<file path="config.mk">
export PLATFORM = sky130hd
export DESIGN_NAME = ra_cell
export DESIGN_NICKNAME = d
export VERILOG_FILES = /design/src/design/ra_pkg.sv /design/src/design/ra_cell.sv
export SDC_FILE = /design/constraint.sdc
export NUM_CORES = 1
export LEC_CHECK = 0
export BUFFER_PORTS_ARGS = -buffer_cell sky130_fd_sc_hd__buf_2
export CAP_MARGIN = 5
export CORE_UTILIZATION = 40
export CTS_CLUSTER_DIAMETER = 50
export DETAILED_ROUTE_END_ITERATION = 8
export GPL_TIMING_DRIVEN = 0
export HOLD_SLACK_MARGIN = 0.02
export SLEW_MARGIN = 20
export SYNTH_ARGS = -nofsm -noshare
export SYNTH_HDL_FRONTEND = slang
export SYNTH_SLANG_ARGS = --single-unit
</file>
<file path="constraint.sdc">
create_clock -name clock -period 7.8 [get_ports clock]
set_input_delay 1.56 -clock clock [delete_from_list [all_inputs] [get_ports clock]]
set_output_delay 1.56 -clock clock [all_outputs]
set_load 0.02 [all_outputs]
</file>
<file path="src/design/ra_pkg.sv">
// shared constants and types for the rank assigner
package ra_pkg;

   localparam int MAX_ITEMS   = 64;
   localparam int VALUE_WIDTH = 32;
   localparam int RANK_W      = 7;
   localparam int CNT_W       = $clog2(MAX_ITEMS + 1);

   typedef logic [VALUE_WIDTH-1:0] key_type;
   typedef logic [RANK_W-1:0]      rank_type;
   typedef logic [CNT_W-1:0]       count_type;

   typedef struct packed {
      logic     valid;
      key_type  key;
      rank_type smaller;
   } token_type;

   typedef struct packed {
      logic     valid;
      rank_type rank;
   } slot_type;

   function automatic key_type order_key(input logic [VALUE_WIDTH-1:0] raw);
      key_type k;
      k = raw;
      k[VALUE_WIDTH-1] = ~raw[VALUE_WIDTH-1];
      return k;
   endfunction

endpackage

</file>
<file path="src/design/ra_cell.sv">
// one storage cell of the ranking chain
module ra_cell (
   input  logic              clock,
   input  logic              reset,
   input  ra_pkg::token_type tok_in,
   output ra_pkg::token_type tok_out,
   input  logic              shift,
   input  ra_pkg::slot_type  right_slot,
   output ra_pkg::slot_type  slot
);
   import ra_pkg::*;

   logic      valid_ff, valid_in;
   rank_type  rank_ff, rank_in;
   key_type   key_ff, key_in;
   token_type tok_ff, tok_in_nx;

   always_comb begin
      valid_in  = valid_ff;
      rank_in   = rank_ff;
      key_in    = key_ff;
      tok_in_nx = tok_in;
      tok_in_nx.valid = 1'b0;
      if (shift) begin
         valid_in = right_slot.valid;
         rank_in  = right_slot.rank;
      end else if (tok_in.valid) begin
         if (!valid_ff) begin
            valid_in = 1'b1;
            key_in   = tok_in.key;
            rank_in  = tok_in.smaller + rank_type'(1);
         end else begin
            if (key_ff > tok_in.key) begin
               rank_in = rank_ff + rank_type'(1);
            end
            tok_in_nx.valid = 1'b1;
            if (key_ff < tok_in.key) begin
               tok_in_nx.smaller = tok_in.smaller + rank_type'(1);
            end
         end
      end
   end

   always_ff @(posedge clock) begin
      if (reset) begin
         valid_ff     <= 1'b0;
         tok_ff.valid <= 1'b0;
      end else begin
         valid_ff     <= valid_in;
         tok_ff.valid <= tok_in_nx.valid;
      end
      rank_ff        <= rank_in;
      key_ff         <= key_in;
      tok_ff.key     <= tok_in_nx.key;
      tok_ff.smaller <= tok_in_nx.smaller;
   end

   assign tok_out    = tok_ff;
   assign slot.valid = valid_ff;
   assign slot.rank  = rank_ff;

endmodule

</file>
Yosys cells after proc, flatten, opt, wreduce, memory -nomap -nowiden

Cells that the tools add are included.

Input port bits: 51
Logic and storage cells: 29
Output and inout port bits: 48
Register bits after elaboration: 80

Mux-type cells: 11
Reductions and logical operators: 4
Equal/unequal tests: 1
Bitwise operators: 3
Add/sub/neg operators: 2
$lt $le $gt $ge: 2

Operators with widths:

| cell                                                                     | count |
|---|---|
| 7-bit 2-to-1 mux                                                         | 8 |
| 32-bit greater-than comparator                                           | 1 |
| 32-bit < comparator                                                      | 1 |
| 7-bit by 1-bit adder with 7-bit output (second input constant)           | 2 |
| 1-bit 2-to-1 mux                                                         | 3 |
| 3-bit by 2-bit inequality test with 1-bit output (second input constant) | 1 |
| 1-bit NOT                                                                | 3 |
| 3-bit AND reduction                                                      | 1 |
| 3-bit OR reduction                                                       | 1 |
| 2-bit AND reduction                                                      | 1 |
| 2-bit nonzero test                                                       | 1 |

Logic depth before layout (Yosys ltp)

Gate-level depths: netlist (run 1).

Depth after elaboration: 5
Mapped depth: 8
Mapped depth without buffers: 8

Worst setup path before layout (run 1)

Ideal clock, no wire load.

Path type: input to register
Start point: input shift
End point: register key_ff[0] (enable)
Required time: 7.379 ns
Data arrival time: 3.316 ns
Slack: 4.063 ns
Buffers on the path: 1
Stages: 3
Cell sequence: clkbuf_1 nand2b_1 nor2_1

Cells in the longest elaborated chain, start to end: 2

RTL lines:

| element                              | RTL line      | RTL |
|---|---|---|
| start, declared                      | ra_cell.sv:7  | `input logic shift,` |
| 1-bit NOT (no source line)           | n/a           |  |
| 3-bit AND reduction (no source line) | n/a           |  |
| end signal, assigned                 | ra_cell.sv:53 | `key_ff <= key_in;` |
| end, declared                        | ra_cell.sv:15 | `key_type key_ff, key_in;` |

Every way passes these cells.
A chain may end at the register's enable or synchronous reset.

Final worst setup path (run 1)

Start point: input tok_in[37] (netlist bit)
End point: register rank_ff[1] (enable)

Cells in the longest elaborated chain, start to end: 3

RTL lines:

| element                                                           | RTL line      | RTL |
|---|---|---|
| start, declared                                                   | ra_cell.sv:5  | `input ra_pkg::token_type tok_in,` |
| 32-bit greater-than comparator                                    | ra_cell.sv:33 | `if (key_ff > tok_in.key) begin` |
| 3-bit by 2-bit inequality test with 1-bit output (no source line) | n/a           |  |
| 2-bit AND reduction (no source line)                              | n/a           |  |
| end signal, assigned                                              | ra_cell.sv:52 | `rank_ff <= rank_in;` |
| end, declared                                                     | ra_cell.sv:14 | `rank_type rank_ff, rank_in;` |

Every way passes these cells.

==> results of run 1 <==
==> layer usage <==
metal / track usage / part of all wire / up-vias
li1: - / - / 1165
met1: 0.204 / 0.47 / 1021
met2: 0.241 / 0.46 / 66
met3: 0.0353 / 0.056 / 8
met4: 0.0781 / 0.017 / 0
met5: 0 / 0 / -
==> logic make-up after synthesis <==
family | after synthesis | synth area share
multiplexers | 3 | 0.00992
flip-flops | 80 | 0.608
AND/OR/NAND/NOR | 62 | 0.0954
buffers and inverters | 37 | 0.0439
XOR/XNOR | 16 | 0.0427
adder cells (fa/ha/maj) | 34 | 0.130
AO/OA/AOI/OAI | 37 | 0.0706
==> worst register-to-register path, delay by kind of cell, from the launching register on <==
family / cells / cell delay [ps]
AOI/OAI and AO/OA: 2 / 580
and+or+nand+nor: 4 / 1180
adders and majority gates: 1 / 340
DFF: 1 / 380
==> flip-flops by register name, indices dropped and copies added (netlist names) <==
name and flops:
valid_ff 1, key_ff 32, rank_ff 7, tok_out 40
==> synth_stat cells, types with 2 or more instances <==
master	instances	area (µm²)
nor2_1	8	30.0
ha_1	34	425
a21oi_1	11	55.1
nand3_1	8	40.0
or2_2	2	12.5
edfxtp_1	39	1170
and3_1	2	12.5
or4_1	4	30.0
dfxtp_1	41	821
inv_1	32	120
a21o_1	3	22.5
clkbuf_1	3	11.3
o21ai_0	15	75.1
xnor2_1	10	87.6
nand2b_1	4	25.0
mux2_2	2	22.5
xor2_1	6	52.6
nand4_1	6	37.5
nand2_1	21	78.8
nor4_1	2	12.5
==> layout make-up <==
type,count,area [µm²],share of cell area
Clock buffer,9,124,0.0298
Clock inverter,7,101,0.0244
Tap cell,102,128,0.0307
Timing Repair Buffer,98,513,0.124
Multi-Input combinational cell,152,1150,0.277
Inverter,32,120,0.0289
Sequential cell,80,1990,0.480
Buffer,5,23.8,0.00573
==> worst paths after layout <==
| path | depth (start not counted) | slack [ps] | to |
|---|---|---|---|
| setup / recovery | 9 | 4040 | rank_ff[1]$_DFFE_PP_ |
| hold / removal | 3 | 840 | rank_ff[1]$_DFFE_PP_ |
| setup reg to reg | 7 | 5000 | rank_ff[1]$_DFFE_PP_ |
| hold reg to reg | 3 | 840 | rank_ff[1]$_DFFE_PP_ |
==> stage by stage <==
step | std cells | hold WS, ps | setup WS [ps] | cell area (µm²)
floorplan | 269 | 726 | 4060 | 3280
global placement | 468 | 780 | 3160 | 3890
detailed placement | 469 | 807 | 3590 | 3930
CTS | 485 | 838 | 3980 | 4150
global route | 485 | 919 | 3740 | 4150
finish | 485 | 840 | 4040 | 4150
==> power by group through the flow <==
stage	logic [W]	registers (W)	clock network, W
floorplan	0.0000478	0.000503	0
global placement	0.000111	0.000484	0
detailed placement	0.000116	0.000484	0
CTS	0.000116	0.000475	0.000353
global route	0.000130	0.000477	0.000367
finish	0.000115	0.000475	0.000342
==> run_results.csv, run 1 <==
group,metric,value,unit
power_and_ir_drop,combinationalPowerShare,0.123,
power_and_ir_drop,p_seq_frac,0.509,
setup_path,max_stage_delay,480,ps
power_and_ir_drop,internal_power,0.000695,W
logic_synthesis,yosysWarnings,0,
floorplanning,start_util,0.420,
clock_network,htree_levels,3,
layout,antenna_cells,0,
floorplanning,die_area,8560,µm²
logic_synthesis,synth_edf_count,39,
layout,fill_cells,734,
sta,fin_skew,11.3,ps
sta,clock.fmax,0.266,GHz
logic_synthesis,synth_seq_cells,80,
sta,post-route-min-period,3760,ps
sta,rsz0062_at_grt,"false",
floorplanning,die_y,92.5,µm
routing,detail_route.iter0.violations,58,
logic_synthesis,syn_nets,354,
logic_synthesis,postSynthAreaPerCell,12.2,µm²
routing,via_per_inst,4.66,
routing,drt_wl_total,6110,µm
setup_path,crit_top_cell,"nand4_1",
clock_network,root_buffer,"clkbuf_8",
setup_path,path_cells,"buf_2 > inv_1 > ha_1 > nand4_1 > nor4_1 > nand4_1 > a31oi_2 > o221ai_1 > nand2b_1",
power_and_ir_drop,power-per-cell-area,224,nW/µm²
sta,fin_setup_tns,0,ps
clock_network,cts.hold.buffers_added,0,
setup_path,required,7820,ps
setup_path,arrival,3780,ps
clock_network,cts_tree,"built",
layout,layout.cells.most_common_list,"buf_2 (98), dfxtp_1 (41), edfxtp_1 (39), ha_1 (34), inv_1 (32)",
routing,routedWlPerCell,12.6,µm
setup_path,crit_type,"primary input to register",
layout,fin_util,0.532,
placed_design,numPortBuffers,97,
setup_path,startpoint_type,"primary input",
grt,grt_max_degree,21,
layout,layout.cells.most_common,"buf_2",
setup_path,cp_top_family,"simple AND/OR/NAND/NOR gates",
clock_network,cts_resized,0,
grt,antenna_found_initial,0,
run_status,status,"finished clean",
logic_synthesis,ys_seq_area_frac,0.608,
layout,drive_gt1_frac,0.324,
grt,first_global_vias,2185,
clock_network,clk_pin_slew,80,ps
power_and_ir_drop,p_leak,1.91,nW
logic_synthesis,post_synth_num_cell_types,36,
layout,synthToLayoutAreaGrowth,26.6,%
grt,gr-usage-all-layers,0.156,
logic_synthesis,async_reset_ff_frac,0,
routing,drtPass1Iterations,4,
clock_network,ctsLongestPathBuffers,2,
power_and_ir_drop,swShare,0.254,
routing,drc,0,
floorplanning,fp-row-count,32,
setup_path,r2r_start,"key_ff[30]$_DFFE_PP_",
routing,vias,2260,
power_and_ir_drop,power.total,0.000932,W
floorplanning,chipWidth,92.5,µm
floorplanning,core,7810,µm²
clock_network,cts_setup_buffers,0,
logic_synthesis,syn_inst,269,
setup_path,cp.buffers_inverters,2,
sta,finalHoldViolations,0,
setup_path,cp_max_fo,7,
grt,overflow,0,
routing,ant_nets,0,
sta,slew_headroom,0.688,
clock_network,cts_inserted_buffers,9,
sta,drv_slew,0,
sta,min_period_over_period,0.482,
setup_path,setup.worst_path.start,"tok_in[37]",
sta,tightest_slew,469,ps
floorplanning,io_pins,99,
layout,nets,463,
worst_hold_path,hp-class,"register to register",
power_and_ir_drop,p_clk_frac,0.367,
setup_path,cp-end-kind,"register",
clock_network,cts.sinks,80,
grt,grt_pass1_wl,10200,µm
logic_synthesis,synth_ff_type,"dfxtp_1",
power_and_ir_drop,p_switching,0.000237,W
worst_hold_path,min_from,"rank_ff[1]$_DFFE_PP_",
placed_design,dpl.hpwl,4610,µm
power_and_ir_drop,peakVddDrop,0.157,mV
clock_network,clock_latency,350,ps
setup_path,critical_path.slowest_cell,"nor4_1",
placed_design,gp_congestion,0.747,
logic_synthesis,synth_area,3280,µm²
flow_run,cap_violations,0,
sta,finalSetupViolCount,0,
(Power assumes the default switching activity.)
==> run 2: changes to the inputs <==
- PLACE_DENSITY: unset -> 0.67
- clock period: 7.8 -> 3 ns (I/O delays scaled with it)
==> run_results.csv, run 2 (synthesis results as in run 1) <==
group,metric,value,unit
run_status,status,"finished clean",
grt,overflow,0,
routing,ant_nets,0,
power_and_ir_drop,peakVddDrop,0.253,mV
setup_path,r2r_cells,7,
power_and_ir_drop,combinationalPowerShare,0.135,
power_and_ir_drop,swShare,0.259,
floorplanning,chipWidth,92.5,µm
routing,drt_wl_total,6220,µm
setup_path,startpoint_type,"register",
placed_design,numPortBuffers,97,
worst_hold_path,hold_end,"tok_out[29]$_DFF_P_",
setup_path,cp-end-kind,"register",
grt,grt_max_degree,25,
grt,gr-usage-all-layers,0.159,
grt,grt_pass1_wl,10500,µm
clock_network,ctsLongestPathBuffers,2,
clock_network,cts_inserted_buffers,9,
sta,worst_slack,297,ps
grt,grt_use_met1,0.188,
clock_network,cts_tree,"built",
power_and_ir_drop,power-per-cell-area,541,nW/µm²
floorplanning,core,7810,µm²
power_and_ir_drop,p_switching,0.000574,W
setup_path,r2r_end,"rank_ff[1]$_DFFE_PP_",
placed_design,pre_cts_ws,-202,ps
routing,vias,2279,
setup_path,crit_type,"register to register",
clock_network,cts.sinks,80,
floorplanning,die_area,8560,µm²
placed_design,dpl.hpwl,4810,µm
layout,synthToLayoutAreaGrowth,25.0,%
layout,drive_gt1_frac,0.319,
power_and_ir_drop,internal_power,0.00165,W
sta,clock.fmax,0.370,GHz
grt,use_met2,0.266,
flow_run,cap_violations,0,
grt,met3_usage,0.0361,
routing,detail_route.iter0.violations,40,
sta,finalHoldViolations,0,
setup_path,cp_max_fo,7,
grt,grt.busiest_layer,"met2",
layout,fin_area,4100,µm²
layout,antenna_cells,0,
clock_network,htree_levels,3,
layout,nets,463,
placed_design,dpl_cell_area,3930,µm²
setup_path,arrival,2720,ps
layout,fin_util,0.525,
sta,post-route-min-period,2700,ps
routing,via_per_inst,4.71,
setup_path,required,3020,ps
grt,first_global_vias,2355,
floorplanning,start_util,0.420,
routing,drtPass1Iterations,6,
worst_hold_path,holdPathStages,1,
layout,layout.cells.most_common,"buf_2",
setup_path,max_stage_delay,450,ps
placed_design,gp_congestion,0.738,
sta,drv_slew,0,
power_and_ir_drop,p_clk_frac,0.309,
sta,slew_headroom,0.698,
floorplanning,fp-row-count,32,
sta,finalSetupViolCount,0,
clock_network,root_buffer,"clkbuf_8",
sta,min_period_over_period,0.901,
setup_path,path_cells,"ha_1 > nand4_1 > nor4_1 > nand4_1 > a31oi_4 > o221ai_1 > nand2b_1",
layout,largest_reg_flops,40,
setup_path,crit_top_cell,"nand4_1",
routing,routedWlPerCell,12.9,µm
setup_path,critical_path.slowest_cell,"nor4_1",
floorplanning,io_pins,99,
clock_network,clk_pin_slew,80,ps
floorplanning,die_y,92.5,µm
routing,drc,0,
sta,fin_setup_tns,0,ps
power_and_ir_drop,p_seq_frac,0.556,
setup_path,r2r_start,"key_ff[30]$_DFFE_PP_",
sta,rsz0062_at_grt,"false",
worst_hold_path,min_from,"tok_in[29]",
sta,tightest_slew,453,ps
power_and_ir_drop,p_leak,1.89,nW
grt,antenna_found_initial,0,
sta,fin_skew,9.35,ps
layout,layout.cells.most_common_list,"buf_2 (98), dfxtp_1 (41), edfxtp_1 (39), ha_1 (34), inv_1 (32)",
clock_network,clock_latency,350,ps
worst_hold_path,hp-class,"primary input to register",
setup_path,r2r_slack,300,ps
clock_network,cts_setup_buffers,0,
run 2: cell types whose count changed in the layout (fill, tap and decap cells not counted), sizes merged:
cell      delta
clkinv       +3
inv          -3
clkbuf       +2
clkinvlp     -1
bufinv       -2
run 2: timing repair:
| action | 4_1_cts | 5_1_grt |
|---|---|---|
| hold buffers | 0 | 0 |
| gates resized for setup | 0 | 1 |
| endpoints found under the setup margin | 0 | 7 |
run 2: power groups by stage:
| stage | Clock, W | Sequential, W | Combinational, W |
|---|---|---|---|
| 2_1_floorplan | 0 | 0.00131 | 0.000124 |
| 3_3_place_gp | 0 | 0.00126 | 0.000289 |
| 3_5_place_dp | 0 | 0.00126 | 0.000304 |
| 4_1_cts | 0.000708 | 0.00123 | 0.000306 |
| 5_1_grt | 0.000743 | 0.00124 | 0.000340 |
| 6_report | 0.000685 | 0.00123 | 0.000300 |
run 2: layout make-up:
class / count / area [µm²]
clock buffers: 11 / 141
multi-input cells: 152 / 1160
fillers: 737 / 3710
repair buffers: 98 / 513
inverters: 32 / 120
plain buffers: 5 / 23.8
well taps: 102 / 128
flip-flops and latches: 80 / 1990
clock inverters: 4 / 22.5
run 2: how the worst max path moves through the flow:
| stage | start | to | slack, ps | depth (start not counted) |
|---|---|---|---|---|
| 6_report | key_ff[30]$_DFFE_PP_ | rank_ff[1]$_DFFE_PP_ | 300 | 7 |
| 5_1_grt | key_ff[30]$_DFFE_PP_ | rank_ff[3]$_DFFE_PP_ | 50 | 7 |
| 4_1_cts | key_ff[30]$_DFFE_PP_ | rank_ff[0]$_DFFE_PP_ | 150 | 7 |
| 3_5_place_dp | tok_in[37] | rank_ff[4]$_DFFE_PP_ | -200 | 9 |
| 3_3_place_gp | shift | key_ff[22]$_DFFE_PP_ | -690 | 3 |
| 2_1_floorplan | shift | key_ff[0]$_DFFE_PP_ | 220 | 3 |
run 2: worst max-delay path, delay by kind of cell, from the launching register on:
kind / cells / cell delay [ps]
and+or+nand+nor: 4 / 1160
DFF: 1 / 380
AOI/OAI and AO/OA: 2 / 490
adders and majority gates: 1 / 340
run 2: layer usage:
metal  wire length [µm]  share of wire
met2               2990           0.48
met4                143          0.023
met1               2760           0.44
met5                  0              0
met3                330          0.053
run 2: per-stage QoR:
stage	hold WS, ps	std cells	power, W
2_1_floorplan	628	269	0.00143
3_3_place_gp	730	468	0.00155
3_5_place_dp	731	469	0.00156
4_1_cts	359	484	0.00225
5_1_grt	359	484	0.00232
6_report	375	484	0.00222
==> run 3: changes to the inputs <==
- CELL_PAD_IN_SITES_DETAIL_PLACEMENT: unset -> 1
- CELL_PAD_IN_SITES_GLOBAL_PLACEMENT: unset -> 2
- CORE_UTILIZATION: 40 -> 29
- PLACE_DENSITY: 0.67 -> unset
- PLACE_DENSITY_LB_ADDON: unset -> 0.1
==> run_results.csv, run 3 (synthesis results as in run 1) <==
group,metric,value,unit
worst_hold_path,hp-class,"primary input to register",
sta,slew_headroom,0.686,
setup_path,cp_top_family,"simple AND/OR/NAND/NOR gates",
grt,grt_max_degree,22,
layout,largest_reg_flops,40,
routing,routedWlPerCell,13.3,µm
setup_path,path_cells,"buf_2 > inv_1 > ha_1 > nand4_1 > nor4_1 > o21ai_0 > a31oi_2 > o221ai_1 > nand2b_1",
sta,tightest_slew,470,ps
placed_design,dpl.hpwl,5320,µm
layout,synthToLayoutAreaGrowth,30.2,%
floorplanning,die_area,11700,µm²
sta,finalSetupViolCount,0,
clock_network,htree_levels,3,
sta,whs,391,ps
clock_network,cts.hold.buffers_added,0,
sta,rsz0062_at_grt,"false",
placed_design,numPortBuffers,97,
grt,gr-usage-all-layers,0.127,
routing,drt_wl_total,6950,µm
setup_path,r2r_cells,7,
grt,antenna_found_initial,0,
setup_path,cp.depth,9,
setup_path,max_stage_delay,440,ps
layout,fill_cells,1248,
clock_network,cts_inserted_buffers,9,
routing,detail_route.iter0.violations,61,
run_status,status,"finished clean",
sta,min_period_over_period,0.866,
grt,first_global_vias,2184,
setup_path,cp-end-kind,"register",
layout,drive_gt1_frac,0.323,
placed_design,dpl_cell_area,3970,µm²
placed_design,gp_congestion,0.709,
floorplanning,io_pins,99,
flow_run,cap_violations,0,
floorplanning,die_y,108,µm
layout,antenna_cells,0,
setup_path,cp_max_fo,7,
worst_hold_path,holdPathStages,1,
clock_network,ctsLongestPathBuffers,2,
setup_path,cp.buffers_inverters,2,
clock_network,clk_pin_slew,60,ps
sta,clock.fmax,0.385,GHz
grt,grt_pass1_wl,10900,µm
layout,nets,464,
setup_path,crit_type,"primary input to register",
clock_network,cts_tree,"built",
routing,ant_nets,0,
routing,via_per_inst,4.42,
power_and_ir_drop,peakVddDrop,0.338,mV
layout,layout.cells.most_common,"buf_2",
power_and_ir_drop,p_leak,1.94,nW
power_and_ir_drop,power-per-cell-area,599,nW/µm²
sta,worst_slack,403,ps
setup_path,critical_path.slowest_cell,"nor4_1",
clock_network,root_buffer,"clkbuf_16",
layout,fin_area,4270,µm²
clock_network,cts.sinks,80,
routing,vias,2317,
sta,drv_slew,0,
sta,post-route-min-period,2600,ps
routing,drc,0,
floorplanning,start_util,0.300,
floorplanning,chipWidth,108,µm
floorplanning,fp-row-count,38,
layout,layout.cells.most_common_list,"buf_2 (98), dfxtp_1 (41), edfxtp_1 (39), ha_1 (34), inv_1 (32)",
setup_path,startpoint_type,"primary input",
grt,overflow,0,
clock_network,clock_latency,330,ps
sta,finalHoldViolations,0,
setup_path,required,2990,ps
sta,fin_skew,7.87,ps
setup_path,arrival,2590,ps
routing,drtPass1Iterations,4,
placed_design,pre_cts_ws,-319,ps
floorplanning,core,10900,µm²
## run 3: repair_timing
| item | CTS | global route |
|---|---|---|
| resized for setup | 0 | 1 |
| setup endpoints to repair | 0 | 7 |
| buffers inserted | 0 | 1 |
## run 3: final cells by class
class | count | area [µm²] | share of cell area
flip-flops and latches | 80 | 1990 | 0.467
plain buffers | 5 | 23.8 | 0.00557
clock buffers | 12 | 246 | 0.0578
clock inverters | 4 | 32.5 | 0.00762
multi-input cells | 152 | 1160 | 0.271
well taps | 140 | 175 | 0.0411
repair buffers | 99 | 520 | 0.122
inverters | 32 | 120 | 0.0282
## run 3: worst reg2reg max path: cells and delay by family (launching register included)
family,cells,cell delay [ps]
AOI/OAI and AO/OA,3,620
DFF,1,370
adders and majority gates,1,320
and+or+nand+nor,3,910
## run 3: report_power, final
group / internal (W) / switching (W)
logic: 0.000121 / 0.000183
registers: 0.00121 / 0.0000242
clock network: 0.000586 / 0.000428
total: 0.00192 / 0.000635
## run 3: layer usage
| metal | up-vias | part of all wire | track usage |
|---|---|---|---|
| met4 | 0 | 0.015 | 0.0492 |
| met2 | 66 | 0.47 | 0.204 |
| met5 | - | 0 | 0 |
| li1 | 1165 | - | - |
| met3 | 8 | 0.060 | 0.0446 |
| met1 | 1078 | 0.46 | 0.156 |
## run 3: worst paths after layout
check                            start              endpoint  slack, ps
setup / recovery            tok_in[18]  rank_ff[4]$_DFFE_PP_        400
setup reg to reg  key_ff[11]$_DFFE_PP_  rank_ff[4]$_DFFE_PP_        420
hold / removal              tok_in[32]   tok_out[32]$_DFF_P_        390
hold reg to reg   rank_ff[0]$_DFFE_PP_  rank_ff[0]$_DFFE_PP_        830
## run 3: per-stage QoR
step	setup TNS [ps]	std cells	total power [W]	util
final	0	524	0.00255	0.390
after floorplan	0	269	0.00143	-
after CTS	0	523	0.00260	0.389
after global placement	-32900	506	0.00156	0.360
after detailed placement	-2240	507	0.00157	0.363
after global routing	0	524	0.00267	0.390
